$ cat src/hw/rtl/pss_pkg.sv
// ----------------------------------------------------------------------------
// pss_pkg
// Shared types, codes and constants of the probability step sequencer.
// ----------------------------------------------------------------------------
package pss_pkg;

    // Segment table geometry
    localparam int SEG_COUNT = 16;
    localparam int SEG_W     = $clog2(SEG_COUNT);

    // Field widths
    localparam int MODE_W    = 2;
    localparam int PHASE_W   = 8;
    localparam int DRAW_W    = 16;
    localparam int SLOT_W    = 4;
    localparam int PITCH_W   = 5;
    localparam int TICKS_W   = 5;
    localparam int LENGTH_W  = 4;
    localparam int CHANCE_W  = 5;
    localparam int TCOUNT_W  = 4;
    localparam int NOTE_W    = 7;
    localparam int ACTIVE_W  = 5;
    localparam int OFFSET_W  = 4;
    localparam int CFG_IDX_W = 2;
    localparam int CFG_DATA_W = 7;

    // Item modes
    typedef enum logic [MODE_W-1:0] {
        MODE_SAMPLE = 2'd0,
        MODE_TICK   = 2'd1,
        MODE_RESET  = 2'd2,
        MODE_WRITE  = 2'd3
    } mode_t;

    // Configuration register indexes
    localparam logic [CFG_IDX_W-1:0] CFG_ACTIVE = 2'd0;
    localparam logic [CFG_IDX_W-1:0] CFG_OFFSET = 2'd1;
    localparam logic [CFG_IDX_W-1:0] CFG_BASE   = 2'd2;

    // Configuration reset values
    localparam logic [ACTIVE_W-1:0] ACTIVE_RST = 5'd16;
    localparam logic [OFFSET_W-1:0] OFFSET_RST = 4'd0;
    localparam logic [NOTE_W-1:0]   BASE_RST   = 7'd24;

    // Segment field limits
    localparam logic [TICKS_W-1:0]  TICKS_MIN  = 5'd1;
    localparam logic [TICKS_W-1:0]  TICKS_MAX  = 5'd16;
    localparam logic [LENGTH_W-1:0] LENGTH_MAX = 4'd10;
    localparam logic [CHANCE_W-1:0] CHANCE_MAX = 5'd20;
    localparam logic [NOTE_W-1:0]   NOTE_MAX   = 7'd127;

    // One segment table entry
    typedef struct packed {
        logic [PITCH_W-1:0]  pitch;
        logic [TICKS_W-1:0]  ticks;
        logic [LENGTH_W-1:0] length;
        logic [CHANCE_W-1:0] chance;
        logic                play;
    } seg_t;

    localparam seg_t SEG_RST = '{
        pitch:  5'd0,
        ticks:  5'd2,
        length: 4'd5,
        chance: 5'd20,
        play:   1'b1
    };

    // Registered command item
    typedef struct packed {
        mode_t               mode;
        logic [PHASE_W-1:0]  phase;
        logic                running;
        logic                first_tick;
        logic [DRAW_W-1:0]   random_draw;
        logic [SLOT_W-1:0]   write_slot;
        logic [PITCH_W-1:0]  write_pitch;
        logic [TICKS_W-1:0]  write_ticks;
        logic [LENGTH_W-1:0] write_length;
        logic [CHANCE_W-1:0] write_chance;
    } cmd_item_t;

    // Result item
    typedef struct packed {
        logic [SLOT_W-1:0] segment_now;
        logic              at_first;
        logic [NOTE_W-1:0] midi_note;
        logic              gate;
    } rsp_item_t;

    // Configuration register values
    typedef struct packed {
        logic [ACTIVE_W-1:0] active_segments;
        logic [OFFSET_W-1:0] pitch_offset;
        logic [NOTE_W-1:0]   note_base;
    } cfg_t;

endpackage

$ cat src/hw/rtl/pss_cfg_regs.sv
// ----------------------------------------------------------------------------
// pss_cfg_regs
// Configuration registers: active length, transpose and note base.
// ----------------------------------------------------------------------------
module pss_cfg_regs
    import pss_pkg::*;
(
    input  logic                  clk,
    input  logic                  rst_n,
    input  logic                  wr_valid,
    output logic                  wr_ready,
    input  logic [CFG_IDX_W-1:0]  wr_index,
    input  logic [CFG_DATA_W-1:0] wr_data,
    output cfg_t                  cfg
);

    cfg_t cfg_reg;
    cfg_t cfg_next;

    // Writes are always taken; unknown indexes are dropped
    assign wr_ready = 1'b1;
    assign cfg      = cfg_reg;

    always_comb
    begin
        cfg_next = cfg_reg;
        if (wr_valid)
        begin
            unique case (wr_index)
                CFG_ACTIVE: cfg_next.active_segments = wr_data[ACTIVE_W-1:0];
                CFG_OFFSET: cfg_next.pitch_offset    = wr_data[OFFSET_W-1:0];
                CFG_BASE:   cfg_next.note_base       = wr_data[NOTE_W-1:0];
                default:    cfg_next = cfg_reg;
            endcase
        end
    end

    always_ff @(posedge clk or negedge rst_n)
    begin
        if (!rst_n)
        begin
            cfg_reg.active_segments <= ACTIVE_RST;
            cfg_reg.pitch_offset    <= OFFSET_RST;
            cfg_reg.note_base       <= BASE_RST;
        end
        else
        begin
            cfg_reg <= cfg_next;
        end
    end

endmodule

$ cat config.mk
export PLATFORM = sky130hd
export DESIGN_NAME = pss_cfg_regs
export DESIGN_NICKNAME = d
export VERILOG_FILES = /design/src/hw/rtl/pss_pkg.sv /design/src/hw/rtl/pss_cfg_regs.sv
export SDC_FILE = /design/constraint.sdc
export NUM_CORES = 1
export LEC_CHECK = 0
export BUFFER_PORTS_ARGS = -buffer_cell sky130_fd_sc_hd__buf_4
export CORE_MARGIN = 2
export CORE_UTILIZATION = 35
export CTS_CLUSTER_DIAMETER = 40
export DETAILED_ROUTE_END_ITERATION = 16
export HOLD_SLACK_MARGIN = 0.08
export PLACE_DENSITY_LB_ADDON = 0.3
export SETUP_SLACK_MARGIN = 0.3
export SLEW_MARGIN = 10
export SYNTH_ARGS = -nofsm -noshare
export SYNTH_HDL_FRONTEND = slang
export SYNTH_SLANG_ARGS = --single-unit
$ cat constraint.sdc
create_clock -name clk -period 1.3 [get_ports clk]
set_clock_uncertainty 0.1 [all_clocks]
set_input_delay 0.065 -clock clk [delete_from_list [all_inputs] [get_ports clk]]
set_output_delay 0.065 -clock clk [all_outputs]
set_load 0.02 [all_outputs]
[Word level (Yosys, flattened, before mapping)]
Index checks and enable logic that the tools add are counted.
Operators by class
  reduce and logical (&&, ||, !) cells: 4
  equal/unequal tests: 2
Operator list (count)
  2-bit AND reduction: 3
  2-bit by 1-bit equality test with 1-bit output, second input constant: 1
  2-bit equality test, second input constant: 1
  2-bit logical NOT: 1
Storage, ports and cells
  bits in registers: 16

[Longest topological paths before layout]
  depth after elaboration: 2
  mapped depth: 2
  gate-level depth less buffers: 2

[Worst setup path after synthesis]
No wires, ideal clock.
  kind: reg-to-reg
  from: register, netlist name cfg[0]
  to: register cfg_reg, in the netlist cfg[0]
  arrival: 0.703 ns
  slack: 0.373 ns
  cell stages (with the launch flop): 2
  library setup time: 0.125 ns
  required time: 1.075 ns
  path through: dfrtp_1 > mux2_2
RTL lines
  end signal: assignment: line pss_cfg_regs.sv:48  | cfg_reg <= cfg_next;
  end: declaration: line pss_cfg_regs.sv:17  | cfg_t cfg_reg;

[Worst setup path after layout]
  from: register cfg_reg, in the netlist cfg[15]
  to: output cfg[15] (netlist name)
RTL lines
  end: declaration: line pss_cfg_regs.sv:14  | output cfg_t cfg
No word-level cell between the ends.

==> flow_metrics.tcl <==
set metrics [dict create \
    rows 15 \
    syn_inst 37 \
    setup_violations 0 \
    crit_start "cfg[15]$_DFFE_PN1P_" \
    num-fill-cells 136 \
    critPathSlowestCell "dfstp_2" \
    synth_top_area_share_pct 51.4 \
    yosysWarnings 0 \
    yosysMostFrequentCell "mux2_2" \
    grt-ovfl-total 0 \
    synthDistinctLibCells 8 \
    grt_util_all_layers_pct 12.3 \
    synthTopCellsByArea "dfrtp_1, mux2_2, dfstp_2" \
    portBuffers 27 \
    synth_top_family_by_area "multiplexers" \
    rsz0062_at_grt "true" \
    critPathKind "reg -> out" \
    clock_sinks 16 \
    crit_fanout 2 \
    cp-endpoint "cfg[15]" \
    worst-path-stages 1 \
    synth_nets 49 \
    synth_async_sr_flop_share_pct 100 \
    fin_crit_ns 1.12 \
    hold_violations 0 \
    synth_compound_area_share_pct 0 \
    area_growth_pct 63.6 \
    avgSynthCellArea_um2 17.1 \
    critPathLaunchType "flip-flop" \
    timing.rr.start "cfg[0]$_DFFE_PN0P_" \
    num_io_pins 29 \
    synth_top_area_cell "dfrtp_1" \
    cp.arrival_ns 0.95 \
    die_w_um 46.5 \
    setup_tns_ns 0 \
    synth_xor_area_share_pct 0 \
    ant_nets 0 \
    synth_fa_ha_area_share_pct 0 \
    grt_max_degree 17 \
    clk_pin_slew_worst_paths_ns 0.09 \
    clockBufferDepth 2 \
    synthMuxAreaShare_pct 28.5 \
    route.detailed.drc 0 \
    synth-seq-area-share_pct 63.8 \
    worst_skew_pair.late_latency_ns 0.28 \
    h-tree-depth 1 \
    hold_path.class "in -> async" \
    p_per_area_nw_per_um2 1440 \
    drive_gt1_share_pct 69.3 \
    slew_violations 0 \
    period_share_pct 85.8 \
    leakage_nw 0.473 \
    cts_root_buf "clkbuf_4" \
    ir_drop_mv 0.843 \
    cts_tree "done" \
    antenna_found_initial 0 \
    cts_buffers 3 \
    required_ns 1.13 \
    synth_common_cells "mux2_2, dfrtp_1, dfstp_2" \
    place_congestion 0.669 \
    cp_num_buf_inv 1 \
    whs_ns 0.0720 \
    postCtsSetupBuffers 0 \
    endpoint_kind "output port" \
    core_um2 1710 \
    detail_route.vias_per_cell 4.23 \
    finish.utilization_pct 60.7 \
    status "finished clean" \
    maxCapViolCount 0 \
    grt_pass1_vias 416 \
    syn_area_um2 633 \
    max_stage_delay_ns 0.56 \
    worstPathCellList "buf_6" \
    yosys.area_share.simple_pct 5.93 \
    avgRoutedWirePerCell_um 12.4 \
    die_h_um 46.5 \
    drt_iter0_drc 0 \
    nNetsFinal 88 \
    dp_cells 88 \
    num_antenna_cells 0 \
    vias 423 \
    start_util_pct 37.1 \
    first_pass_iters 1 \
    synth_edf_count 0 \
    drt_wl_total_mm 1.24 \
    crit_family "flip-flops" \
    die_area_um2 2170 \
    ys_seq_elements 16 \
    stdcell_count 100 \
    reg2reg_to "cfg[0]$_DFFE_PN0P_" \
    r2r_cells 1 \
    r2r_setup_slack_ns 0.42 \
    ys.flop_type "dfrtp_1" \
    largest_reg_flops 16 \
    clock.fmax_mhz 896 \
    grt_pass1_wl_mm 1.83 \
]
-- through the flow --
stage	worst slack [ns]	total power [W]	area, µm²
after floorplan	0.373	0.000881	633
after global placement	0.205	0.00108	860
after detailed placement	0.197	0.00109	860
after CTS	0.176	0.00147	1010
after global routing	0.154	0.00156	1040
final	0.185	0.00149	1040
-- per-layer routing --
layer / track usage (%) / part of all wire [%] / wire length [µm]
met3: 2.35 / 4.9 / 61
met2: 19.4 / 53 / 650
met5: 0 / 0 / 0
met4: 5.14 / 0.40 / 5
met1: 16.3 / 42 / 520
-- worst min path at each step --
stage | startpoint | to | slack (ns) | cells past startpoint
after detailed placement | rst_n | cfg[11]$_DFFE_PN0P_ | -0.17 | 1
after global placement | rst_n | cfg[0]$_DFFE_PN0P_ | -0.17 | 1
after floorplan | rst_n | cfg[0]$_DFFE_PN0P_ | -0.33 | 0
after global routing | rst_n | cfg[14]$_DFFE_PN0P_ | 0.09 | 2
final | rst_n | cfg[0]$_DFFE_PN0P_ | 0.07 | 2
after CTS | rst_n | cfg[11]$_DFFE_PN0P_ | 0.07 | 2
-- layout by cell type, fill, tap and decap left out, drive strengths merged --
| master | netlist | routed |
|---|---|---|
| buf | 1 | 27 |
| mux2 | 16 | 16 |
| dfrtp | 13 | 13 |
| dlygate4sd3 | 0 | 8 |
| clkbuf | 0 | 4 |
| dfstp | 3 | 3 |
| nand3b | 2 | 2 |
| nor3b | 1 | 1 |
| conb | 1 | 1 |
-- layout make-up --
class                      count  area (µm²)  area share [%]
sequential                    16         404            39.0
tap                           25        31.3            3.02
multi-input combinational     20         221            21.4
clock buffer                   4        36.3            3.50
timing repair buffer          35         343            33.1
-- report_power, final --
part / internal, W / switching, W
Clock: 0.000170 / 0.000146
Sequential: 0.000606 / 0.0000650
Combinational: 0.000289 / 0.000214
-- cell families (layout without fill, tap and decap cells) --
group	Yosys count	count (layout)
multiplexers	16	16
flip-flops	16	16
AND/OR/NAND/NOR	3	3
other	1	1
buffers and inverters	1	39
-- repair_timing --
| action | in CTS | in global routing |
|---|---|---|
| hold buffers | 8 | 0 |
| setup endpoints to repair | 9 | 16 |
| gates resized for setup | 9 | 7 |
| endpoints found under the hold margin | 32 | 0 |
No activity file was read; power rests on OpenSTA's default activity.
