File: src/hw/rtl/pss_pkg.sv
// ----------------------------------------------------------------------------
// pss_pkg
// Shared types, codes and constants of the probability step sequencer.
// ----------------------------------------------------------------------------
package pss_pkg;

    // Segment table geometry
    localparam int SEG_COUNT = 16;
    localparam int SEG_W     = $clog2(SEG_COUNT);

    // Field widths
    localparam int MODE_W    = 2;
    localparam int PHASE_W   = 8;
    localparam int DRAW_W    = 16;
    localparam int SLOT_W    = 4;
    localparam int PITCH_W   = 5;
    localparam int TICKS_W   = 5;
    localparam int LENGTH_W  = 4;
    localparam int CHANCE_W  = 5;
    localparam int TCOUNT_W  = 4;
    localparam int NOTE_W    = 7;
    localparam int ACTIVE_W  = 5;
    localparam int OFFSET_W  = 4;
    localparam int CFG_IDX_W = 2;
    localparam int CFG_DATA_W = 7;

    // Item modes
    typedef enum logic [MODE_W-1:0] {
        MODE_SAMPLE = 2'd0,
        MODE_TICK   = 2'd1,
        MODE_RESET  = 2'd2,
        MODE_WRITE  = 2'd3
    } mode_t;

    // Configuration register indexes
    localparam logic [CFG_IDX_W-1:0] CFG_ACTIVE = 2'd0;
    localparam logic [CFG_IDX_W-1:0] CFG_OFFSET = 2'd1;
    localparam logic [CFG_IDX_W-1:0] CFG_BASE   = 2'd2;

    // Configuration reset values
    localparam logic [ACTIVE_W-1:0] ACTIVE_RST = 5'd16;
    localparam logic [OFFSET_W-1:0] OFFSET_RST = 4'd0;
    localparam logic [NOTE_W-1:0]   BASE_RST   = 7'd24;

    // Segment field limits
    localparam logic [TICKS_W-1:0]  TICKS_MIN  = 5'd1;
    localparam logic [TICKS_W-1:0]  TICKS_MAX  = 5'd16;
    localparam logic [LENGTH_W-1:0] LENGTH_MAX = 4'd10;
    localparam logic [CHANCE_W-1:0] CHANCE_MAX = 5'd20;
    localparam logic [NOTE_W-1:0]   NOTE_MAX   = 7'd127;

    // One segment table entry
    typedef struct packed {
        logic [PITCH_W-1:0]  pitch;
        logic [TICKS_W-1:0]  ticks;
        logic [LENGTH_W-1:0] length;
        logic [CHANCE_W-1:0] chance;
        logic                play;
    } seg_t;

    localparam seg_t SEG_RST = '{
        pitch:  5'd0,
        ticks:  5'd2,
        length: 4'd5,
        chance: 5'd20,
        play:   1'b1
    };

    // Registered command item
    typedef struct packed {
        mode_t               mode;
        logic [PHASE_W-1:0]  phase;
        logic                running;
        logic                first_tick;
        logic [DRAW_W-1:0]   random_draw;
        logic [SLOT_W-1:0]   write_slot;
        logic [PITCH_W-1:0]  write_pitch;
        logic [TICKS_W-1:0]  write_ticks;
        logic [LENGTH_W-1:0] write_length;
        logic [CHANCE_W-1:0] write_chance;
    } cmd_item_t;

    // Result item
    typedef struct packed {
        logic [SLOT_W-1:0] segment_now;
        logic              at_first;
        logic [NOTE_W-1:0] midi_note;
        logic              gate;
    } rsp_item_t;

    // Configuration register values
    typedef struct packed {
        logic [ACTIVE_W-1:0] active_segments;
        logic [OFFSET_W-1:0] pitch_offset;
        logic [NOTE_W-1:0]   note_base;
    } cfg_t;

endpackage

File: src/hw/rtl/pss_engine.sv
// ----------------------------------------------------------------------------
// pss_engine
// Segment table, position and tick state; computes note and gate of one
// item, updates the state and loads the result register.
// ----------------------------------------------------------------------------
module pss_engine
    import pss_pkg::*;
(
    input  logic      clk,
    input  logic      rst_n,
    input  logic      item_valid,
    input  cmd_item_t item,
    input  cfg_t      cfg,
    output logic      take,
    output logic      rsp_valid,
    input  logic      rsp_ready,
    output rsp_item_t rsp_item
);

    localparam int DX_W  = DRAW_W + 6;   // draw * 40
    localparam int LHS_W = 16;
    localparam int LT_W  = LENGTH_W + TICKS_W;
    localparam int RHS_W = LT_W + 8;

    seg_t                seg_reg  [SEG_COUNT];
    seg_t                seg_next [SEG_COUNT];
    seg_t                seg_view [SEG_COUNT];
    logic [SEG_W-1:0]    pos_reg;
    logic [SEG_W-1:0]    pos_next;
    logic [TCOUNT_W-1:0] tick_reg;
    logic [TCOUNT_W-1:0] tick_next;
    logic                rsp_valid_reg;
    logic                rsp_valid_next;
    rsp_item_t           rsp_item_reg;
    rsp_item_t           rsp_calc;

    seg_t                seg_wr;
    logic                wr_hit;
    logic [SEG_W-1:0]    slot_idx;
    logic                is_reset;
    logic                is_adv;
    logic [SEG_COUNT-1:0] play_cmp;
    logic [DX_W-1:0]     draw_x40;
    logic [SEG_W-1:0]    pos_eff;
    logic [TCOUNT_W-1:0] tick_eff;
    seg_t                cur;
    logic                play_cur;
    logic [NOTE_W:0]     note_sum;
    logic [PHASE_W-1:0]  ph;
    logic [LHS_W-1:0]    lhs;
    logic [LT_W-1:0]     len_ticks;
    logic [RHS_W-1:0]    rhs;
    logic [TICKS_W-1:0]  tick_inc;
    logic                seg_wrap;
    logic [SEG_W:0]      pos_inc;
    logic [SEG_W-1:0]    pos_adv;
    logic                enter;
    logic [SEG_W-1:0]    enter_idx;

    // Result register handshake
    assign take           = item_valid && (!rsp_valid_reg || rsp_ready);
    assign rsp_valid_next = take || (rsp_valid_reg && !rsp_ready);
    assign rsp_valid      = rsp_valid_reg;
    assign rsp_item       = rsp_item_reg;

    // Clamped segment write data; play bit is kept
    always_comb
    begin
        seg_wr.pitch = item.write_pitch;
        if (item.write_ticks < TICKS_MIN)
            seg_wr.ticks = TICKS_MIN;
        else if (item.write_ticks > TICKS_MAX)
            seg_wr.ticks = TICKS_MAX;
        else
            seg_wr.ticks = item.write_ticks;
        seg_wr.length = (item.write_length > LENGTH_MAX) ? LENGTH_MAX : item.write_length;
        seg_wr.chance = (item.write_chance > CHANCE_MAX) ? CHANCE_MAX : item.write_chance;
        seg_wr.play   = 1'b0;
    end

    assign slot_idx = SEG_W'(item.write_slot);
    assign wr_hit   = take && (item.mode == MODE_WRITE) && (32'(item.write_slot) < SEG_COUNT);
    assign is_reset = (item.mode == MODE_RESET);
    assign is_adv   = (item.mode == MODE_TICK) && !item.first_tick;

    // Play draw, one compare lane per entry: draw*40 <= (20 + chance) << 16
    assign draw_x40 = {item.random_draw, 6'b0} - {2'b0, item.random_draw, 4'b0}
                    - {2'b0, item.random_draw, 4'b0} + {3'b0, item.random_draw, 3'b0};

    always_comb
    begin
        for (int i = 0; i < SEG_COUNT; i++)
        begin
            play_cmp[i] = draw_x40 <= {(6'(CHANCE_MAX) + 6'(seg_reg[i].chance)), 16'b0};
        end
    end

    // Table after this item's write
    always_comb
    begin
        for (int i = 0; i < SEG_COUNT; i++)
        begin
            seg_view[i] = seg_reg[i];
            if (wr_hit && (slot_idx == SEG_W'(i)))
            begin
                seg_view[i]      = seg_wr;
                seg_view[i].play = seg_reg[i].play;
            end
        end
    end

    // Current segment, after a reset item
    assign pos_eff  = is_reset ? '0 : pos_reg;
    assign tick_eff = is_reset ? '0 : tick_reg;
    assign cur      = seg_view[pos_eff];
    assign play_cur = is_reset ? play_cmp[0] : cur.play;

    // Note with saturation
    assign note_sum = (NOTE_W+1)'(cfg.note_base) + (NOTE_W+1)'(cfg.pitch_offset)
                    + (NOTE_W+1)'(cur.pitch);

    // Gate: (tick*256 + ph)*10 <= length*ticks*256
    assign ph        = ({1'b0, tick_eff} != cur.ticks) ? item.phase : '0;
    assign lhs       = LHS_W'({tick_eff, ph}) * LHS_W'(10);
    assign len_ticks = LT_W'(cur.length) * LT_W'(cur.ticks);
    assign rhs       = {len_ticks, 8'b0};

    always_comb
    begin
        rsp_calc.segment_now = SLOT_W'(pos_eff);
        rsp_calc.at_first    = (pos_eff == '0);
        rsp_calc.midi_note   = (note_sum > (NOTE_W+1)'(NOTE_MAX)) ? NOTE_MAX
                                                                : note_sum[NOTE_W-1:0];
        rsp_calc.gate        = item.running && play_cur && (RHS_W'(lhs) <= rhs);
    end

    // Tick advance and segment wrap
    assign tick_inc = TICKS_W'(tick_reg) + TICKS_W'(1);
    assign seg_wrap = tick_inc >= cur.ticks;
    assign pos_inc  = (SEG_W+1)'(pos_reg) + (SEG_W+1)'(1);
    assign pos_adv  = ((32'(pos_inc) >= 32'(cfg.active_segments)) || (32'(pos_inc) >= SEG_COUNT))
                    ? '0 : pos_inc[SEG_W-1:0];

    assign enter     = take && (is_reset || (is_adv && seg_wrap));
    assign enter_idx = is_reset ? '0 : pos_adv;

    // Next state
    always_comb
    begin
        pos_next  = pos_reg;
        tick_next = tick_reg;
        for (int i = 0; i < SEG_COUNT; i++)
        begin
            seg_next[i] = seg_view[i];
            if (enter && (enter_idx == SEG_W'(i)))
            begin
                seg_next[i].play = play_cmp[i];
            end
        end
        if (take)
        begin
            if (is_reset)
            begin
                pos_next  = '0;
                tick_next = '0;
            end
            else if (is_adv)
            begin
                if (seg_wrap)
                begin
                    pos_next  = pos_adv;
                    tick_next = '0;
                end
                else
                begin
                    tick_next = tick_inc[TCOUNT_W-1:0];
                end
            end
        end
    end

    always_ff @(posedge clk or negedge rst_n)
    begin
        if (!rst_n)
        begin
            for (int i = 0; i < SEG_COUNT; i++)
            begin
                seg_reg[i] <= SEG_RST;
            end
            pos_reg       <= '0;
            tick_reg      <= '0;
            rsp_valid_reg <= 1'b0;
        end
        else
        begin
            for (int i = 0; i < SEG_COUNT; i++)
            begin
                seg_reg[i] <= seg_next[i];
            end
            pos_reg       <= pos_next;
            tick_reg      <= tick_next;
            rsp_valid_reg <= rsp_valid_next;
        end
    end

    // Result payload, no reset
    always_ff @(posedge clk)
    begin
        if (take)
        begin
            rsp_item_reg <= rsp_calc;
        end
    end

endmodule

File: config.mk
export PLATFORM = sky130hd
export DESIGN_NAME = pss_engine
export DESIGN_NICKNAME = d
export VERILOG_FILES = /design/src/hw/rtl/pss_pkg.sv /design/src/hw/rtl/pss_engine.sv
export SDC_FILE = /design/constraint.sdc
export NUM_CORES = 1
export LEC_CHECK = 0
export BUFFER_PORTS_ARGS = -buffer_cell sky130_fd_sc_hd__buf_2
export CELL_PAD_IN_SITES_DETAIL_PLACEMENT = 1
export CELL_PAD_IN_SITES_GLOBAL_PLACEMENT = 1
export CORE_ASPECT_RATIO = 1.5
export CORE_MARGIN = 4
export CORE_UTILIZATION = 48
export DETAILED_ROUTE_END_ITERATION = 8
export PLACE_DENSITY = 0.82
export SLEW_MARGIN = 20
export SYNTH_ARGS = -nofsm -noshare
export SYNTH_HDL_FRONTEND = slang
export SYNTH_SLANG_ARGS = --single-unit
File: constraint.sdc
create_clock -name clk -period 9 [get_ports clk]
set_input_delay 0.45 -clock clk [delete_from_list [all_inputs] [get_ports clk]]
set_output_delay 0.45 -clock clk [all_outputs]
set_load 0.01 [all_outputs]
# Word level (Yosys, flattened, before mapping)
# Cells that the tools add are included.
# word_totals
register_bits	342
out_inout_bits	15
elab_cells	278
# classes
add_sub_neg	23
n_mul	2
n_lt_le_gt_ge	26
n_eq_ne	34
mux	51
bitwise_logic	1
n_reduce_logical	54
# op_table
cell	n
two-way mux 20 bit	18
less-or-equal comparator 22 bit	16
adder 5 x 5 -> 6 bit, first input constant	16
binary-select mux 20 bit (select 4 bit)	1
equality test 4 bit, second input constant	16
two-way mux 4 bit	11
subtractor 22 x 20 -> 22 bit	2
logical AND 1 bit	40
equality test 4 x 3 -> 1 bit, second input constant	8
adder 22 x 19 -> 22 bit	1
less-or-equal comparator 16 x 17 -> 1 bit	1
two-way mux 1 bit	17
equality test 4 x 2 -> 1 bit, second input constant	4
multiplier 12 x 3 -> 15 bit, second input constant	1
two-way mux 5 bit	3
zero test 4 bit	3
adder 4 x 1 -> 5 bit, second input constant	2
>= comparator 5 bit	2
>= comparator 5 bit, second input constant	2
greater-than comparator 5 bit, second input constant	2
multiplier 4 x 5 -> 9 bit	1
adder 7 x 4 -> 8 bit	1
adder 8 x 5 -> 8 bit	1
equality test 4 x 1 -> 1 bit, second input constant	2
13 further kinds	20

# Depth between registers and ports, before layout
# logic_depth
depth_word	15
ltp_mapped	35

# Least setup slack after synthesis
# OpenSTA, ideal clock, no wires.
# synth_timing
path_kind	input -> register
start	in rsp_ready
end	reg rsp_item_reg, in the netlist rsp_item[0] (data pin)
setup_time_ns	0.130
arrival_time_ns	6.233
t_required_ns	8.870
setup_slack_ns	2.637
path_stages	30
path_cell_list	nand2b_1 > buf_4 > buf_2 > nand4_1 > clkbuf_1 > clkbuf_1 > nand2_1 > o21ai_0 > mux2i_1 > a222oi_1 > o22ai_1 > nand2_1 > o211ai_1 > or2_2 > fa_1 > inv_1 > fa_1 > ha_1 > a21o_1 > a21oi_1 > o21bai_1 > a21oi_1 > xor2_1 > ha_1 > nand4_1 > or4_1 > nor3_1 > a211oi_1 > o31ai_1 > o211a_1
# synth_lines
item	line	source
from (decl)	pss_engine.sv:16	input logic rsp_ready,
to (signal assigned)	pss_engine.sv:211	rsp_item_reg <= rsp_calc;
to (decl)	pss_engine.sv:34	rsp_item_t rsp_item_reg;

==> out/qor.csv <==
stage,metric,value,unit
status,status,"complete, but fails checks",
status,failing checks,hold timing,
grt,number of global-route vias before repair,19499,
synth,Mean Syn Cell Area,9.712,sq um
grt,largest net degree at the start of global routing,122,
critical_path,reg2reg path depth,31,
power,P_sw,2.552,mW
power,switching share of total power,41.15,%
power,combinational share of power,45.7,%
critical_path,"reg-to-reg slack, setup",1010,ps
sta,post-route minimum period,7990,ps
critical_path,worst path arrival time,8410,ps
floorplan,Core Rows,94,
final_layout,n_diodes,0,
sta,clock skew,24.21,ps
synth,Yosys cell types,82,
final_layout,layout cells sized above 1,20.33,%
synth,simple-gate area share of the yosys netlist,12.75,%
detailed_routing,DRC,0,
detailed_routing,met2 WL,36500,microns
synth,syn_nets,2474,
critical_path,crit-path max cell delay,760,ps
detailed_routing,via/cell ratio,6.179,
synth,post-synthesis adder-cell area fraction,13.35,%
floorplan,Boundary Pins,86,
power,leakage,11.52,nW
grt,initial antenna violation count,0,
run,max_cap viols,0,
critical_path,Worst setup SP type,flop,
floorplan,die area,47830,sq um
power,peak supply drop,0.2074,mV
critical_path,critical path endpoint category,flop,
detailed_routing,1st-pass router iterations,5,
floorplan,Die Y-Extent,265.9,microns
synth,sequential fraction of the synthesis area,41.09,%
synth,Synth top area share,27.40,%
detailed_routing,Routed Antenna Nets,0,
sta,fmax,125.2,MHz
place,port bufs,85,
clock_network,CTS tree,yes,
detailed_routing,max layer used,met4,
synth,Synth area leader,dfrtp_1,
critical_path,CP endpoint,rsp_item[0]$_DFFE_PP_,
power,internal power,3.650,mW
power,Total Power,6.201,mW
sta,Hold Fails Final Rpt,1,
detailed_routing,DR WL met3,2813,microns
clock_network,clock root cell,clkbuf_16,
final_layout,NumNets Final,2530,
grt,grt total ovfl,0,
critical_path,"Max FO, Critical Path",27,
final_layout,Area Growth Syn to Fin,10.48,%
power,sequential share of power,30.5,%
critical_path,kind of critical path,flop to flop,
final_layout,"most common cell after layout, fill and taps aside",nand2_1,
critical_path,r2r endpoint,rsp_item[0]$_DFFE_PP_,
sta,hold slack,-5.710,ps
clock_network,CTS Buf Count,34,
detailed_routing,WL/cell,23.80,microns
sta,"Slew Viols, Final",0,
min_path,worst min path class,input pin to asynchronous set/reset pin,
synth,Cells after Synth,2191,
detailed_routing,met1 wire length,24930,microns
critical_path,CP max stage cell,nand2b_1,
final_layout,"commonest cells after routing, fill and taps aside","255 x nand2_1, 233 x dfrtp_1, 205 x o21ai_0, 187 x ha_1, 176 x inv_1",
synth,combinational family with the most area after synthesis,compound AO/OA/AOI/OAI gates,
place,post-DP HPWL,47900,microns
clock_network,postcts setup bufs,0,
synth,cell area after synthesis,21280,sq um
critical_path,Critical Path Start,rsp_valid$_DFF_PN0_,
floorplan,Starting Density,48.50,%
synth,largest cells by area after synthesis,"dfrtp_1 27%, dfstp_2 12%, ha_1 11%",
clock_network,"CTS clk-pin slew, worst paths",70,ps
critical_path,worst endpoint required time,9420,ps
sta,final setup TNS,0,ps
grt,overall routing resource usage,27.92,%
synth,Synth Area in Compound Gates,15.73,%
place,RePlAce Congestion,0.9492,
clock_network,H-Tree Depth,2,
sta,Tcrit/Tclk final,88.78,%
final_layout,Final Util,53.59,%
synth,asr flop ratio synth,96.20,%
synth,Synth Area in XOR/XNOR,2.058,%
detailed_routing,DRT iter0 DRCs,888,
synth,count of flip-flops with a built-in enable after synthesis,13,
power,clock share of power,23.7,%
clock_network,Post-CTS Hold Fix Bufs,0,
critical_path,r2r startpoint,rsp_valid$_DFF_PN0_,
clock_network,Resized cells post-CTS,0,
sta,slew margin rel.,21.60,%
detailed_routing,final wirelength,67780,microns
sta,worst slew pin tran,1174,ps
synth,ys flop type,dfrtp_1,
sta,final count of negative-setup-slack endpoints,0,
sta,unrepaired setup endpoints after global routing,no,
clock_network,CTS sink cnt,342,
synth,post-synthesis sequential element count,342,
clock_network,CTS Buffer Depth,3,
power,power density over the cells,263.8,nW/um^2
grt,first-pass GRT wire length,107200,microns
synth,mux cell area share after synthesis,9.802,%
detailed_routing,vias,17598,
floorplan,core region area,43870,sq um
synth,Ys Warns,0,
clock_network,Clock Latency Late Sink,570,ps
floorplan,Die Wd,179.9,microns
-- power by group through the flow --
stage          combinational, mW  sequential (mW)  clock, mW
5_1_grt                     3.14             1.91       1.55
3_3_place_gp                2.62             1.90          0
6_report                    2.84             1.89       1.47
4_1_cts                     2.82             1.89       1.48
3_5_place_dp                2.79             1.91          0
2_1_floorplan               1.88             1.87          0
-- metrics by stage --
stage               std cells  cell area [sq um]  setup slack [ps]
detailed placement       2787              22380             878.1
floorplan                2191              21280              2637
global route             2848              23510             223.6
finish                   2848              23510              1010
CTS                      2848              23510              1002
global placement         2787              22380              1118
-- worst max-delay path: cells and delay by family, from the launching register on --
family          cells  cell delay [ps]
simple gates       12             3760
mux                 1              420
flops               1              390
xor+xnor            1              130
buf+inv             1               60
compound gates     12             1900
fa+ha+maj           4             1180
-- Yosys cell counts, types with 13 or more instances --
| master | number |
|---|---|
| nand2_1 | 255 |
| dfrtp_1 | 233 |
| o21ai_0 | 205 |
| ha_1 | 187 |
| inv_1 | 176 |
| mux2_2 | 133 |
| nor2_1 | 117 |
| a21oi_1 | 109 |
| dfstp_2 | 96 |
| clkbuf_1 | 93 |
| mux2i_1 | 52 |
| o22ai_1 | 38 |
| nor2b_1 | 35 |
| nand3_1 | 31 |
| nand4_1 | 29 |
| xnor2_1 | 28 |
| fa_1 | 25 |
| nand2b_1 | 24 |
| xor2_1 | 22 |
| a211oi_1 | 16 |
| nor3_1 | 16 |
| a21o_1 | 15 |
| o31ai_1 | 14 |
| edfxtp_1 | 13 |
| o21bai_1 | 13 |
| o31a_1 | 13 |
-- layer usage --
| metal | vias up | GRT usage, % |
|---|---|---|
| met2 | 551 | 53.94 |
| met5 | - | 0 |
| met4 | 0 | 13.33 |
| met1 | 8993 | 30.29 |
| met3 | 210 | 2.950 |
| li1 | 7844 | - |
-- kinds of logic after synthesis --
| kind of cell | after synthesis |
|---|---|
| AO/OA/AOI/OAI | 538 |
| flip-flops | 342 |
| adder cells (fa/ha/maj) | 212 |
| buffers and inverters | 290 |
| XOR/XNOR | 50 |
| AND/OR/NAND/NOR | 569 |
| multiplexers | 190 |
-- worst min path at each step --
stage	startpoint	end	depth (start not counted)
2_1_floorplan	rst_n	asynchronous set/reset pin	0
3_3_place_gp	seg_reg[193]$_DFF_PN0_	seg_reg[193]$_DFF_PN0_	2
3_5_place_dp	seg_reg[273]$_DFF_PN0_	seg_reg[273]$_DFF_PN0_	2
4_1_cts	rst_n	asynchronous set/reset pin	1
5_1_grt	rst_n	asynchronous set/reset pin	1
6_report	rst_n	asynchronous set/reset pin	1
-- area by class of cell --
type / instances / area [sq um]
clock inverter: 17 / 185.2
tap: 576 / 720.7
clock buffer: 44 / 938.4
multi-input combinational: 1559 / 11470
timing repair buffer: 131 / 780.7
fill: 4904 / 20360
sequential: 342 / 8743
inverter: 179 / 671.9
No activity file was read; power rests on OpenSTA's default activity.
