File: src/hw/rtl/pss_pkg.sv
// ----------------------------------------------------------------------------
// pss_pkg
// Shared types, codes and constants of the probability step sequencer.
// ----------------------------------------------------------------------------
package pss_pkg;

    // Segment table geometry
    localparam int SEG_COUNT = 16;
    localparam int SEG_W     = $clog2(SEG_COUNT);

    // Field widths
    localparam int MODE_W    = 2;
    localparam int PHASE_W   = 8;
    localparam int DRAW_W    = 16;
    localparam int SLOT_W    = 4;
    localparam int PITCH_W   = 5;
    localparam int TICKS_W   = 5;
    localparam int LENGTH_W  = 4;
    localparam int CHANCE_W  = 5;
    localparam int TCOUNT_W  = 4;
    localparam int NOTE_W    = 7;
    localparam int ACTIVE_W  = 5;
    localparam int OFFSET_W  = 4;
    localparam int CFG_IDX_W = 2;
    localparam int CFG_DATA_W = 7;

    // Item modes
    typedef enum logic [MODE_W-1:0] {
        MODE_SAMPLE = 2'd0,
        MODE_TICK   = 2'd1,
        MODE_RESET  = 2'd2,
        MODE_WRITE  = 2'd3
    } mode_t;

    // Configuration register indexes
    localparam logic [CFG_IDX_W-1:0] CFG_ACTIVE = 2'd0;
    localparam logic [CFG_IDX_W-1:0] CFG_OFFSET = 2'd1;
    localparam logic [CFG_IDX_W-1:0] CFG_BASE   = 2'd2;

    // Configuration reset values
    localparam logic [ACTIVE_W-1:0] ACTIVE_RST = 5'd16;
    localparam logic [OFFSET_W-1:0] OFFSET_RST = 4'd0;
    localparam logic [NOTE_W-1:0]   BASE_RST   = 7'd24;

    // Segment field limits
    localparam logic [TICKS_W-1:0]  TICKS_MIN  = 5'd1;
    localparam logic [TICKS_W-1:0]  TICKS_MAX  = 5'd16;
    localparam logic [LENGTH_W-1:0] LENGTH_MAX = 4'd10;
    localparam logic [CHANCE_W-1:0] CHANCE_MAX = 5'd20;
    localparam logic [NOTE_W-1:0]   NOTE_MAX   = 7'd127;

    // One segment table entry
    typedef struct packed {
        logic [PITCH_W-1:0]  pitch;
        logic [TICKS_W-1:0]  ticks;
        logic [LENGTH_W-1:0] length;
        logic [CHANCE_W-1:0] chance;
        logic                play;
    } seg_t;

    localparam seg_t SEG_RST = '{
        pitch:  5'd0,
        ticks:  5'd2,
        length: 4'd5,
        chance: 5'd20,
        play:   1'b1
    };

    // Registered command item
    typedef struct packed {
        mode_t               mode;
        logic [PHASE_W-1:0]  phase;
        logic                running;
        logic                first_tick;
        logic [DRAW_W-1:0]   random_draw;
        logic [SLOT_W-1:0]   write_slot;
        logic [PITCH_W-1:0]  write_pitch;
        logic [TICKS_W-1:0]  write_ticks;
        logic [LENGTH_W-1:0] write_length;
        logic [CHANCE_W-1:0] write_chance;
    } cmd_item_t;

    // Result item
    typedef struct packed {
        logic [SLOT_W-1:0] segment_now;
        logic              at_first;
        logic [NOTE_W-1:0] midi_note;
        logic              gate;
    } rsp_item_t;

    // Configuration register values
    typedef struct packed {
        logic [ACTIVE_W-1:0] active_segments;
        logic [OFFSET_W-1:0] pitch_offset;
        logic [NOTE_W-1:0]   note_base;
    } cfg_t;

endpackage

File: src/hw/rtl/pss_in_reg.sv
// ----------------------------------------------------------------------------
// pss_in_reg
// Input register: captures one command item and holds it until the
// engine takes it.
// ----------------------------------------------------------------------------
module pss_in_reg
    import pss_pkg::*;
(
    input  logic      clk,
    input  logic      rst_n,
    input  logic      cmd_valid,
    output logic      cmd_ready,
    input  cmd_item_t cmd_item,
    output logic      item_valid,
    output cmd_item_t item,
    input  logic      take
);

    logic      valid_reg;
    logic      valid_next;
    cmd_item_t item_reg;

    // Free when empty or when the engine takes the held item this cycle
    assign cmd_ready  = !valid_reg || take;
    assign valid_next = (cmd_valid && cmd_ready) || (valid_reg && !take);
    assign item_valid = valid_reg;
    assign item       = item_reg;

    always_ff @(posedge clk or negedge rst_n)
    begin
        if (!rst_n)
        begin
            valid_reg <= 1'b0;
        end
        else
        begin
            valid_reg <= valid_next;
        end
    end

    // Payload, no reset
    always_ff @(posedge clk)
    begin
        if (cmd_valid && cmd_ready)
        begin
            item_reg <= cmd_item;
        end
    end

endmodule

File: config.mk
export PLATFORM = sky130hd
export DESIGN_NAME = pss_in_reg
export DESIGN_NICKNAME = d
export VERILOG_FILES = /design/src/hw/rtl/pss_pkg.sv /design/src/hw/rtl/pss_in_reg.sv
export SDC_FILE = /design/constraint.sdc
export NUM_CORES = 1
export LEC_CHECK = 0
export BUFFER_PORTS_ARGS = -buffer_cell sky130_fd_sc_hd__buf_4
export CAP_MARGIN = 20
export CORE_AREA = 2 2 70 72
export CTS_CLUSTER_SIZE = 12
export DETAILED_ROUTE_END_ITERATION = 8
export DIE_AREA = 0 0 72 74
export HOLD_SLACK_MARGIN = 0.05
export PLACE_DENSITY = 0.72
export RECOVER_POWER = 100
export SKIP_LAST_GASP = 1
export SYNTH_ARGS = -nofsm -noshare
export SYNTH_HDL_FRONTEND = slang
export SYNTH_SLANG_ARGS = --single-unit
File: constraint.sdc
create_clock -name clk -period 1.3 [get_ports clk]
set_input_delay 0.13 -clock clk [delete_from_list [all_inputs] [get_ports clk]]
set_output_delay 0.13 -clock clk [all_outputs]
set_load 0.005 [all_outputs]
# Word-level counts from Yosys, hierarchy flattened
# Index checks and enable logic that the tools add are counted.
# op_classes
reduce_logical,6
# op_table
op,n
logical AND 1 bit,2
logical NOT 1 bit,2
logical OR 1 bit,2
# totals
elab_cells,17
inputBits,55
regBits,52

# Logic depth before layout (Yosys ltp)
# Gate-level depths: netlist (run 1).
# depth
depth_word,4
mapped_depth,2
depth_no_buf,2

# Worst setup path after synthesis (run 1)
# OpenSTA, ideal clock, no wires.
# synth_timing
path_kind,flip-flop to flip-flop
startpoint,"reg valid_reg, in the netlist item_valid"
endpoint,"reg item_reg, in the netlist item[0], enable pin"
synth_period_minus_slack_ns,1.321
n_path_buf,0
slack_ns,-0.021
arrival_ns,0.950
path_stages_with_launch,3
setup_ns,0.372
path_cell_list,dfrtp_1 -> nand2b_4 -> and2_4
# synth_via
elab_chain_len,3
# synth_rtl
item,line,rtl
start: declaration,pss_in_reg.sv:19,logic valid_reg;
start signal: assignment,pss_in_reg.sv:37,valid_reg <= valid_next;
logical NOT 1 bit,pss_in_reg.sv:24,assign cmd_ready = !valid_reg || take;
logical OR 1 bit,pss_in_reg.sv:24,
named net cmd_ready,pss_in_reg.sv:12,"output logic cmd_ready,"
logical AND 1 bit,pss_in_reg.sv:44,if (cmd_valid && cmd_ready)
end signal: assignment,pss_in_reg.sv:46,item_reg <= cmd_item;
end: declaration,pss_in_reg.sv:21,cmd_item_t item_reg;
# The timed path passes the listed nets, and every way through them passes these cells.
# A chain may end at the register's enable or synchronous reset.

# Final worst setup path (run 1)
# layout_timing
startpoint,"reg valid_reg, in the netlist item_valid"
endpoint,"reg item_reg, in the netlist item[1], enable pin"
# layout_via
elab_chain_len,3
# layout_rtl
item,line
logical NOT 1 bit,pss_in_reg.sv:24
logical OR 1 bit,pss_in_reg.sv:24
logical AND 1 bit,pss_in_reg.sv:44
# Every way passes these cells.

==> key figures, run 1 <==
Status
  – Status: finished, final reports clean

Placed design
  – Placed Area: between 0.002 and 0.0025 sq mm
  – RePlAce Congestion: ~0.68
  – DP Cell Count: 218
  – Port Buf Inserts: 107

Run
  – Max Cap Violations: 0

Die
  – Die Ht: 74 um
  – Die W: 72 um
  – Initial core utilization: 0.345
  – Core Region: between 0.004 and 0.005 sq mm
  – # IOs: around 110
  – # rows: 25
  – Die ar.: 0.00533 sq mm

Cells and area
  – Max FFs per register: 51
  – Most common cell after layout, fill and taps aside: clkbuf_4
  – Share of post-route cells with drive strength above 1: 0.440
  – Area grow syn2layout: 92.0%
  – Fin cells: between 200 and 300
  – Most frequent cells in the layout: clkbuf_4, dlygate4sd3_1, edfxtp_1
  – # nets final: ~280
  – Finished Cell Area: 0.00304 sq mm
  – Filler Cell Count: ~300
  – Number of diodes: 0

Routing
  – Drt pass-1 iters: 4
  – Routed wire per std cell: approximately 15 um
  – DRC viols: 0
  – Vias/cell: 4.23
  – Detailed-route via count: between 1000 and 1500
  – Post-route ant nets: 0
  – 1st-iter DRT viols: 50
  – Routed WL: between 4000 and 5000 um

Power and ir drop
  – Flop pwr share: 0.591
  – NetSw: roughly 670 uW
  – Pwr Total: ~3.3 mW
  – Pint: 2.67 mW
  – Clock power frac: 0.280
  – Peak supply drop: between 0.8 and 0.9 mV
  – Leak: 1.21 nW
  – Switching part of the total: 0.202
  – Combinational power share: 0.129
  – PwrDens: between 1000 and 1500 mW/mm^2

Setup path
  – R2r setup slk: 0.11 ns
  – Worst R2R End: item[1]
  – CP Capture Type: flip-flop
  – CP Max Fanout: 28
  – Setup Crit Path Kind: flip-flop to flip-flop
  – Crit path DAT: 1.19 ns
  – WP data required: 1.30 ns
  – CP Launch Type: flip-flop
  – R2R cell count: 3
  – Reg2Reg Launch Point: item_valid

Synth
  – Largest cells by area after synthesis: edfxtp_1, dfrtp_1, nand2b_4
  – Post-Syn Nets: 110
  – Post-synthesis cell type count: 5
  – Post-synthesis cell area: about 0.0016 sq mm
  – Area leader, netlist: edfxtp_1
  – YS warnings: 0
  – Post-synth top area share: 0.966
  – Seq/Total Area, Yosys: 0.982
  – Post-Syn Area per Cell: just under 30 sq um
  – #FFs+latches synth: 52
  – Cells after Synth: 55

Global route
  – Congestion Overflow GR: 0
  – Initial antenna violation count: 0
  – Vias in the first global route: between 1000 and 1500
  – First-pass GRT wire length: 6550 um
  – Total GRT Usage: 0.175
  – Pin count of the biggest net entering global routing: 29

Clock tree
  – Root buffer cell: clkbuf_8
  – Post-CTS Setup Inserts: 0
  – Post-CTS sizing: 0
  – Clock net sink count: 52
  – Clk Latency, worst-skew pair: 0.29 ns
  – H-Tree Depth: 2
  – Worst-case clock buffer depth: 2
  – CTS Buf Count: 5
  – Clk pin slew, worst setup/hold paths: about 0.09 ns
  – CTS tree: done

Timing
  – Worst-Margin Slew: about 0.15 ns
  – Slew HR: 0.900
  – RSZ-0062 raised after global routing: false
  – Final hold violations: 0
  – Max Transition Viols Final: 0
  – Fmax: roughly 0.84 GHz
  – Final Critical Period: 1.19 ns
  – Final period utilization: 0.914
  – Clock skew: about 0.0042 ns
  – Hold Slack: about 0.12 ns
  – Final setup violation count: 0

Worst hold path
  – HP Start: take
  – Hold Path End: item_valid
  – Hold crit path type: input port to flip-flop
  – Hold path cells: 3
==> final cells by class <==
cell class | count | area (sq um) | area share
clock buffer | 6 | 82.6 | 0.0271
clock inverter | 2 | 15.0 | 0.00493
multi-input combinational | 3 | 23.8 | 0.00781
sequential | 52 | 1560 | 0.511
tap | 54 | 67.6 | 0.0222
timing repair buffer | 162 | 1300 | 0.427
==> power by group through the flow <==
stage	sequential (mW)	combinational [mW]	clock, mW
2_1_floorplan	2.03	0.0376	0
6_report	1.98	0.431	0.935
3_5_place_dp	2.02	0.343	0
3_3_place_gp	2.01	0.332	0
5_1_grt	1.99	0.468	1.01
4_1_cts	1.98	0.470	0.966
==> critical path: stages (launching register included) <==
cell and delay, ns:
dfrtp_1 0.42, nand2b_2 0.10, and2_4 0.18, buf_12 0.19
==> layer usage <==
layer / track usage / vias up / wire, um
li1: - / 556 / -
met2: 0.296 / 74 / 2210
met4: 0.0692 / 0 / 57
met1: 0.173 / 544 / 1450
met3: 0.112 / 6 / 530
met5: 0 / - / 0
==> what timing repair did <==
| action | CTS | global route |
|---|---|---|
| endpoints found under the hold margin | 53 | 0 |
| endpoints found under the setup margin | 0 | 0 |
| hold buffers | 53 | 0 |
==> cell families after synthesis <==
group / after synthesis / synth area share
flip-flops: 52 / 0.982
AND/OR/NAND/NOR: 3 / 0.0182
==> worst max-delay path by stage <==
stage                    start  endpoint  slack, ns  depth (start not counted)
floorplan           item_valid   item[0]      -0.02                          2
global placement    item_valid  item[35]       0.17                          3
detailed placement  item_valid  item[49]       0.14                          3
CTS                 item_valid  item[22]       0.13                          3
global route        item_valid  item[22]       0.07                          3
finish              item_valid   item[1]       0.11                          3
==> per-stage QoR <==
step                TNS (ns)  utilization  setup WS (ns)
floorplan             -0.891            -        -0.0175
global placement           0        0.543          0.175
detailed placement         0        0.543          0.145
CTS                        0        0.679          0.125
global route               0        0.662         0.0684
finish                     0        0.662          0.111
==> synth_stat cells (all sizes together) <==
cell type and n:
edfxtp 51, nand2b 2, and2 1, dfrtp 1
Note: power is estimated with default switching activity, not from simulation.
==> run 2: changes to the inputs <==
--- a/config.mk
+++ b/config.mk
@@ -7,12 +7,12 @@
 export LEC_CHECK = 0
 export BUFFER_PORTS_ARGS = -buffer_cell sky130_fd_sc_hd__buf_4
 export CAP_MARGIN = 20
-export CORE_AREA = 2 2 70 72
+export CORE_AREA = 2 2 63 80
 export CTS_CLUSTER_SIZE = 12
 export DETAILED_ROUTE_END_ITERATION = 8
-export DIE_AREA = 0 0 72 74
+export DIE_AREA = 0 0 65 82
 export HOLD_SLACK_MARGIN = 0.05
-export PLACE_DENSITY = 0.72
+export PLACE_DENSITY = 0.71
 export RECOVER_POWER = 100
 export SKIP_LAST_GASP = 1
 export SYNTH_ARGS = -nofsm -noshare
==> constraint.sdc (replaced) <==
create_clock -name clk -period 1.04 [get_ports clk]
set_input_delay 0.104 -clock clk [delete_from_list [all_inputs] [get_ports clk]]
set_output_delay 0.104 -clock clk [all_outputs]
set_load 0.005 [all_outputs]
==> key figures, run 2 (same netlist as run 1, synthesis figures left out) <==
Die
  – Die Ht: 82 um (+11%)
  – # rows: 28 (+12%)
  – Core Region: 0.00459 sq mm (-0.19%)
  – Die ar.: 0.00533 sq mm (about the same)
  – # IOs: 108 (unchanged)
  – Initial core utilization: 0.345 (+0.000658)
  – Die W: 65 um (-9.7%)

Routing
  – Routed WL: 4200 um (-1.0%)
  – DRC viols: 0 (unchanged)
  – Post-route ant nets: 0 (unchanged)
  – Vias/cell: 4.04 (-4.5%)
  – Routed wire per std cell: 14.6 um (-3.8%)
  – 1st-iter DRT viols: 33 (-34%)
  – Drt pass-1 iters: 4 (unchanged)
  – Detailed-route via count: 1159 (-1.8%)

Global route
  – Gr busiest metal: met2
  – Vias in the first global route: 1299 (-1.8%)
  – First-pass GRT wire length: 6110 um (-6.6%)
  – Met1 Usage GRT: 0.159 (-0.0134)
  – Initial antenna violation count: 0 (unchanged)
  – Congestion Overflow GR: 0 (unchanged)
  – Met2 usage: 0.311 (+0.0150)
  – Total GRT Usage: 0.159 (-0.0163)
  – Met3 GRT Util: 0.0329 (-0.0796)
  – Pin count of the biggest net entering global routing: 27 (-6.9%)

Status
  – Violated checks: negative setup slack
  – Status: finished, violations left

Timing
  – Final period utilization: 1.09 (+0.180)
  – Final hold violations: 0 (unchanged)
  – Final setup violation count: 53 (+53)
  – Setup ws final: -0.0983 ns (-0.210 ns)
  – Max Transition Viols Final: 0 (unchanged)
  – Clock skew: 0.00567 ns (+0.00144 ns)
  – RSZ-0062 raised after global routing: true
  – Final Critical Period: 1.14 ns (-0.0503 ns)
  – Setup tns final: -4.79 ns (-4.79 ns)
  – Worst-Margin Slew: 0.144 ns (-0.00662 ns)
  – Fmax: 0.878 GHz (+4.4%)
  – Slew HR: 0.904 (+0.00441)

Setup path
  – Crit path DAT: 1.13 ns (-0.06 ns)
  – Worst Path Buf+Inv: 1 (unchanged)
  – Worst Setup EP: item[48]
  – Worst R2R End: item[48]
  – CP Max Fanout: 26 (-7.1%)
  – Reg2Reg Launch Point: item_valid
  – Setup Crit Path Kind: flip-flop to flip-flop
  – Family with the most delay on the worst path: flip-flops
  – R2R cell count: 3 (unchanged)
  – Levels on crit path: 3 (unchanged)
  – CP Capture Type: flip-flop
  – CP Launch Type: flip-flop
  – Worst path slowest cell: dfrtp_1
  – Setup crit start: item_valid
  – CP Cell Sequence: nand2b_4 > and2_4 > buf_12
  – WP data required: 1.03 ns (-0.27 ns)
  – R2r setup slk: -0.1 ns (-0.21 ns)
  – Worst path max stage delay: 0.41 ns (about the same)

Power and ir drop
  – Leak: 1.26 nW (+4.1%)
  – Pwr Total: 4.09 mW (+22%)
  – Peak supply drop: 0.915 mV (+13%)
  – PwrDens: 1320 mW/mm^2 (+20%)

Placed design
  – Pre-CTS WS: -0.0934 ns (-0.238 ns)
  – Placed Area: 0.00251 sq mm (+0.60%)
  – RePlAce Congestion: 0.650 (-4.1%)
  – Port Buf Inserts: 107 (unchanged)

Clock tree
  – Worst-case clock buffer depth: 2 (unchanged)
  – CTS tree: done
  – Clock net sink count: 52 (unchanged)
  – Clk Latency, worst-skew pair: 0.29 ns (about the same)
  – Clk pin slew, worst setup/hold paths: 0.09 ns (about the same)
  – H-Tree Depth: 2 (unchanged)
  – Root buffer cell: clkbuf_8
  – Post-CTS sizing: 0 (unchanged)
  – CTS Buf Count: 5 (unchanged)

Worst hold path
  – Hold crit path type: input port to async pin

Cells and area
  – Most common cell after layout, fill and taps aside: clkbuf_4
  – Filler Cell Count: 320 (+6.0%)
  – Share of post-route cells with drive strength above 1: 0.480 (+0.0402)
  – # nets final: 281 (+0.72%)
  – Max FFs per register: 51 (unchanged)
  – Area grow syn2layout: 95.3%
  – Register area: 0.00156 sq mm (unchanged)
  – Area taken by multi-input logic gates: 28.8 sq um (+21%)
  – Finished Cell Area: 0.00310 sq mm (+1.7%)
  – Most frequent cells in the layout: clkbuf_4, dlygate4sd3_1, edfxtp_1
  – Number of diodes: 0 (unchanged)

Run
  – Max Cap Violations: 0 (unchanged)
[run 2: final cells by class]
cell class | count | share of cell area
Multi-Input combinational cell | 3 | 0.00930
Timing Repair Buffer | 164 | 0.438
Sequential cell | 52 | 0.503
Clock inverter | 1 | 0.00121
Tap cell | 60 | 0.0243
Clock buffer | 7 | 0.0247
[run 2: timing repair]
action | 4_1_cts | 5_1_grt
hold endpoints to repair | 53 | 1
pin swaps | 0 | 0
setup buffers | 1 | 0
hold buffers | 52 | 1
setup endpoints to repair | 52 | 53
cloned | 0 | 0
[run 2: per-layer routing]
metal | part of all wire | up-vias
met5 | 0 | -
met4 | 0.0098 | 0
met3 | 0.043 | 4
met2 | 0.61 | 42
met1 | 0.33 | 556
li1 | - | 557
[run 2: power by group]
group	internal, mW	switching, mW	total (mW)
clock network	0.470	0.589	1.06
registers	2.44	0.0310	2.47
logic	0.383	0.181	0.564
[run 2: metrics by stage]
stage | instances | hold slack [ns] | util
floorplan | 55 | -0.192 | -
global placement | 225 | -0.120 | 0.547
detailed placement | 225 | -0.118 | 0.547
CTS | 286 | 0.00711 | 0.680
global route | 287 | 0.139 | 0.674
finish | 287 | 0.125 | 0.674
[run 2: how the worst min path moves through the flow]
stage | slack, ns | cells after the start | from | end
5_1_grt | 0.14 | 2 | rst_n | item_valid
6_report | 0.13 | 2 | rst_n | item_valid
3_5_place_dp | -0.12 | 1 | rst_n | item_valid
2_1_floorplan | -0.19 | 0 | rst_n | item_valid
3_3_place_gp | -0.12 | 1 | rst_n | item_valid
4_1_cts | 0.007 | 2 | cmd_valid | item_valid
==> run 3: changes to the inputs <==
--- a/config.mk
+++ b/config.mk
@@ -5,14 +5,15 @@
 export SDC_FILE = /design/constraint.sdc
 export NUM_CORES = 1
 export LEC_CHECK = 0
+export ABC_AREA = 1
 export BUFFER_PORTS_ARGS = -buffer_cell sky130_fd_sc_hd__buf_4
 export CAP_MARGIN = 20
-export CORE_AREA = 2 2 63 80
+export CORE_AREA = 2 2 63 79
 export CTS_CLUSTER_SIZE = 12
 export DETAILED_ROUTE_END_ITERATION = 8
-export DIE_AREA = 0 0 65 82
+export DIE_AREA = 0 0 65 81
 export HOLD_SLACK_MARGIN = 0.05
-export PLACE_DENSITY = 0.71
+export PLACE_DENSITY = 0.81
 export RECOVER_POWER = 100
 export SKIP_LAST_GASP = 1
 export SYNTH_ARGS = -nofsm -noshare
==> key figures, run 3 <==
Status
  – Status: finished, violations left
  – Violated checks: negative setup slack

Timing
  – Final hold violations: 0 (unchanged)
  – Fmax: 0.879 GHz (about the same)
  – Clock skew: 0.00542 ns (-0.000256 ns)
  – Final period utilization: 1.09 (about the same)
  – Worst-Margin Slew: 0.141 ns (-0.00289 ns)
  – Final Critical Period: 1.14 ns (-0.000621 ns)
  – Hold Slack: 0.103 ns (-0.0226 ns)
  – Slew HR: 0.906 (+0.00182)
  – Final setup violation count: 53 (unchanged)
  – RSZ-0062 raised after global routing: true
  – Setup ws final: -0.0977 ns (+0.000621 ns)
  – Max Transition Viols Final: 0 (unchanged)

Global route
  – Initial antenna violation count: 0 (unchanged)
  – Pin count of the biggest net entering global routing: 23 (-15%)
  – Congestion Overflow GR: 0 (unchanged)
  – First-pass GRT wire length: 5720 um (-6.4%)
  – Vias in the first global route: 1248 (-3.9%)
  – Total GRT Usage: 0.149 (-0.00932)

Clock tree
  – Clk pin slew, worst setup/hold paths: 0.09 ns (about the same)
  – Root buffer cell: clkbuf_8
  – H-Tree Depth: 2 (unchanged)
  – CTS tree: done
  – Clock net sink count: 52 (unchanged)
  – CTS Buf Count: 5 (unchanged)
  – Worst-case clock buffer depth: 2 (unchanged)
  – Clk Latency, worst-skew pair: 0.30 ns (about the same)

Routing
  – Post-route ant nets: 0 (unchanged)
  – Routed wire per std cell: 13.2 um (-10%)
  – 1st-iter DRT viols: 32 (-3.0%)
  – Routed WL: 3830 um (-8.8%)
  – Vias/cell: 4.14 (+2.5%)
  – Detailed-route via count: 1204 (+3.9%)
  – DRC viols: 0 (unchanged)
  – Drt pass-1 iters: 4 (unchanged)

Cells and area
  – Area grow syn2layout: 107%
  – Most frequent cells in the layout: buf_4, dlygate4sd3_1, clkbuf_4
  – Number of diodes: 0 (unchanged)
  – Filler Cell Count: 317 (-0.94%)
  – Finished Cell Area: 0.00326 sq mm (+5.4%)
  – Utilization of the core after routing: 0.711 (+0.0363)
  – Max FFs per register: 51 (unchanged)
  – Share of post-route cells with drive strength above 1: 0.532 (+0.0523)
  – # nets final: 285 (+1.4%)
  – Most common cell after layout, fill and taps aside: buf_4

Synth
  – Top cells by count, synth: edfxtp_1, inv_1, nand2_1
  – Number of synthesized flops with an enable pin: 51 (unchanged)
  – Area leader, netlist: edfxtp_1
  – #FFs+latches synth: 52 (unchanged)
  – Largest cells by area after synthesis: edfxtp_1, dfrtp_1, inv_1
  – Async SR Flop Fraction: 0.0192 (unchanged)
  – Post-synthesis cell area: 0.00158 sq mm (-0.55%)
  – Post-synthesis cell type count: 5 (unchanged)
  – YS warnings: 0 (unchanged)
  – Post-Syn Area per Cell: 27.7 sq um (-4.0%)
  – Seq/Total Area, Yosys: 0.987 (+0.00545)
  – Primary FF master, synth: edfxtp_1
  – Post-Syn Nets: 112 (+1.8%)
  – Count leader, synth: edfxtp_1
  – Cells after Synth: 57 (+3.6%)
  – Post-synth top area share: 0.971 (+0.00537)

Power and ir drop
  – Peak supply drop: 1.16 mV (+26%)
  – Clock power frac: 0.370 (+0.111)
  – Pint: 4.06 mW (+23%)
  – Pwr Total: 4.88 mW (+19%)
  – NetSw: 819 uW (+2.3%)
  – Flop pwr share: 0.506 (-0.097)
  – Combinational power share: 0.124 (-0.014)
  – Switching part of the total: 0.168 (-0.0280)
  – PwrDens: 1500 mW/mm^2 (+13%)
  – Leak: 1.37 nW (+8.3%)

Die
  – Core Region: 0.00459 sq mm (unchanged)
  – Initial core utilization: 0.344 (-0.00191)
  – Die W: 65 um (unchanged)
  – # IOs: 108 (unchanged)
  – Die ar.: 0.00527 sq mm (-1.2%)
  – Die Ht: 81 um (-1.2%)
  – # rows: 28 (unchanged)

Setup path
  – Worst R2R End: item[35]
  – Worst path max stage delay: 0.42 ns (about the same)
  – CP Cell Sequence: a21oi_4 > buf_12 > buf_12
  – Crit path DAT: 1.15 ns (+0.02 ns)
  – WP data required: 1.05 ns (+0.02 ns)
  – CP Capture Type: flip-flop
  – Crit path top cell by count: buf_12
  – Setup Crit Path Kind: flip-flop to flip-flop
  – Worst Path Buf+Inv: 2 (+1)
  – CP Max Fanout: 18 (-31%)
  – CP Launch Type: flip-flop
  – R2r setup slk: -0.1 ns (about the same)
  – Family with the most delay on the worst path: flip-flops
  – Worst path slowest cell: dfrtp_1
  – R2R cell count: 3 (unchanged)
  – Reg2Reg Launch Point: item_valid

Placed design
  – Hpwl dp: roughly 2500 um
  – RePlAce Congestion: 0.687 (+5.6%)
  – Port Buf Inserts: 107 (unchanged)
  – Placed Area: 0.00252 sq mm (+0.40%)

Worst hold path
  – HP Start: take
  – Hold Path End: item_valid
  – Hold crit path type: input port to flip-flop
  – Hold path cells: 4

Run
  – Max Cap Violations: 0 (unchanged)
-- run 3: cells by family (layout without fill, tap and decap cells) --
family          after synthesis  after routing  share of synthesized area
compound gates                1              1                    0.00317
buf+inv                       2            176                    0.00476
flops                        52             52                      0.987
simple gates                  2              2                    0.00476
-- run 3: per-layer routing --
layer | routed length (um) | track usage | vias to the layer above
li1 | - | - | 567
met1 | 1240 | 0.148 | 567
met2 | 2210 | 0.289 | 65
met3 | 324 | 0.0512 | 5
met4 | 57 | 0.0468 | 0
met5 | 0 | 0 | -
-- run 3: power groups by stage --
| stage | Sequential [mW] | Clock (mW) | Combinational (mW) |
|---|---|---|---|
| 6_report | 2.47 | 1.81 | 0.605 |
| 5_1_grt | 2.48 | 1.92 | 0.649 |
| 4_1_cts | 2.47 | 1.85 | 0.593 |
| 3_5_place_dp | 2.52 | 0 | 0.427 |
| 3_3_place_gp | 2.51 | 0 | 0.416 |
| 2_1_floorplan | 2.53 | 0 | 0.0461 |
-- run 3: timing repair --
item	CTS	global route
cloned	0	1
hold buffers	53	0
gates resized for setup	2	0
setup buffers	0	1
endpoints found under the setup margin	53	53
pin swaps	1	0
endpoints found under the hold margin	53	0
-- run 3: stage by stage --
step           std cells  setup slack [ns]  setup TNS [ns]
5_1_grt              291            -0.140           -6.65
4_1_cts              289            -0.110           -5.21
3_3_place_gp         228            -0.119           -4.57
3_5_place_dp         228            -0.142           -5.51
6_report             291           -0.0977           -4.66
2_1_floorplan         57            -0.687          -35.02
-- run 3: worst max path at each step --
stage | endpoint | cells after the start | start | slack (ns)
2_1_floorplan | item[0] | 1 | item_valid | -0.69
3_3_place_gp | item[41] | 2 | item_valid | -0.12
3_5_place_dp | item[29] | 2 | item_valid | -0.14
4_1_cts | item[25] | 2 | item_valid | -0.11
5_1_grt | item[35] | 3 | item_valid | -0.14
6_report | item[35] | 3 | item_valid | -0.1
-- run 3: area by class of cell --
cell class	count	area, sq um	area share
well taps	60	75.1	0.0230
multi-input cells	3	26.3	0.00806
inverters	2	7.51	0.00230
clock buffers	5	68.8	0.0211
clock inverters	3	90.1	0.0276
repair buffers	166	1440	0.441
flip-flops and latches	52	1560	0.477
-- run 3: worst reg2reg max path, stage by stage, from the launching register on --
cell	delay, ns
dfrtp_1	0.42
a21oi_4	0.15
buf_12	0.14
buf_12	0.15
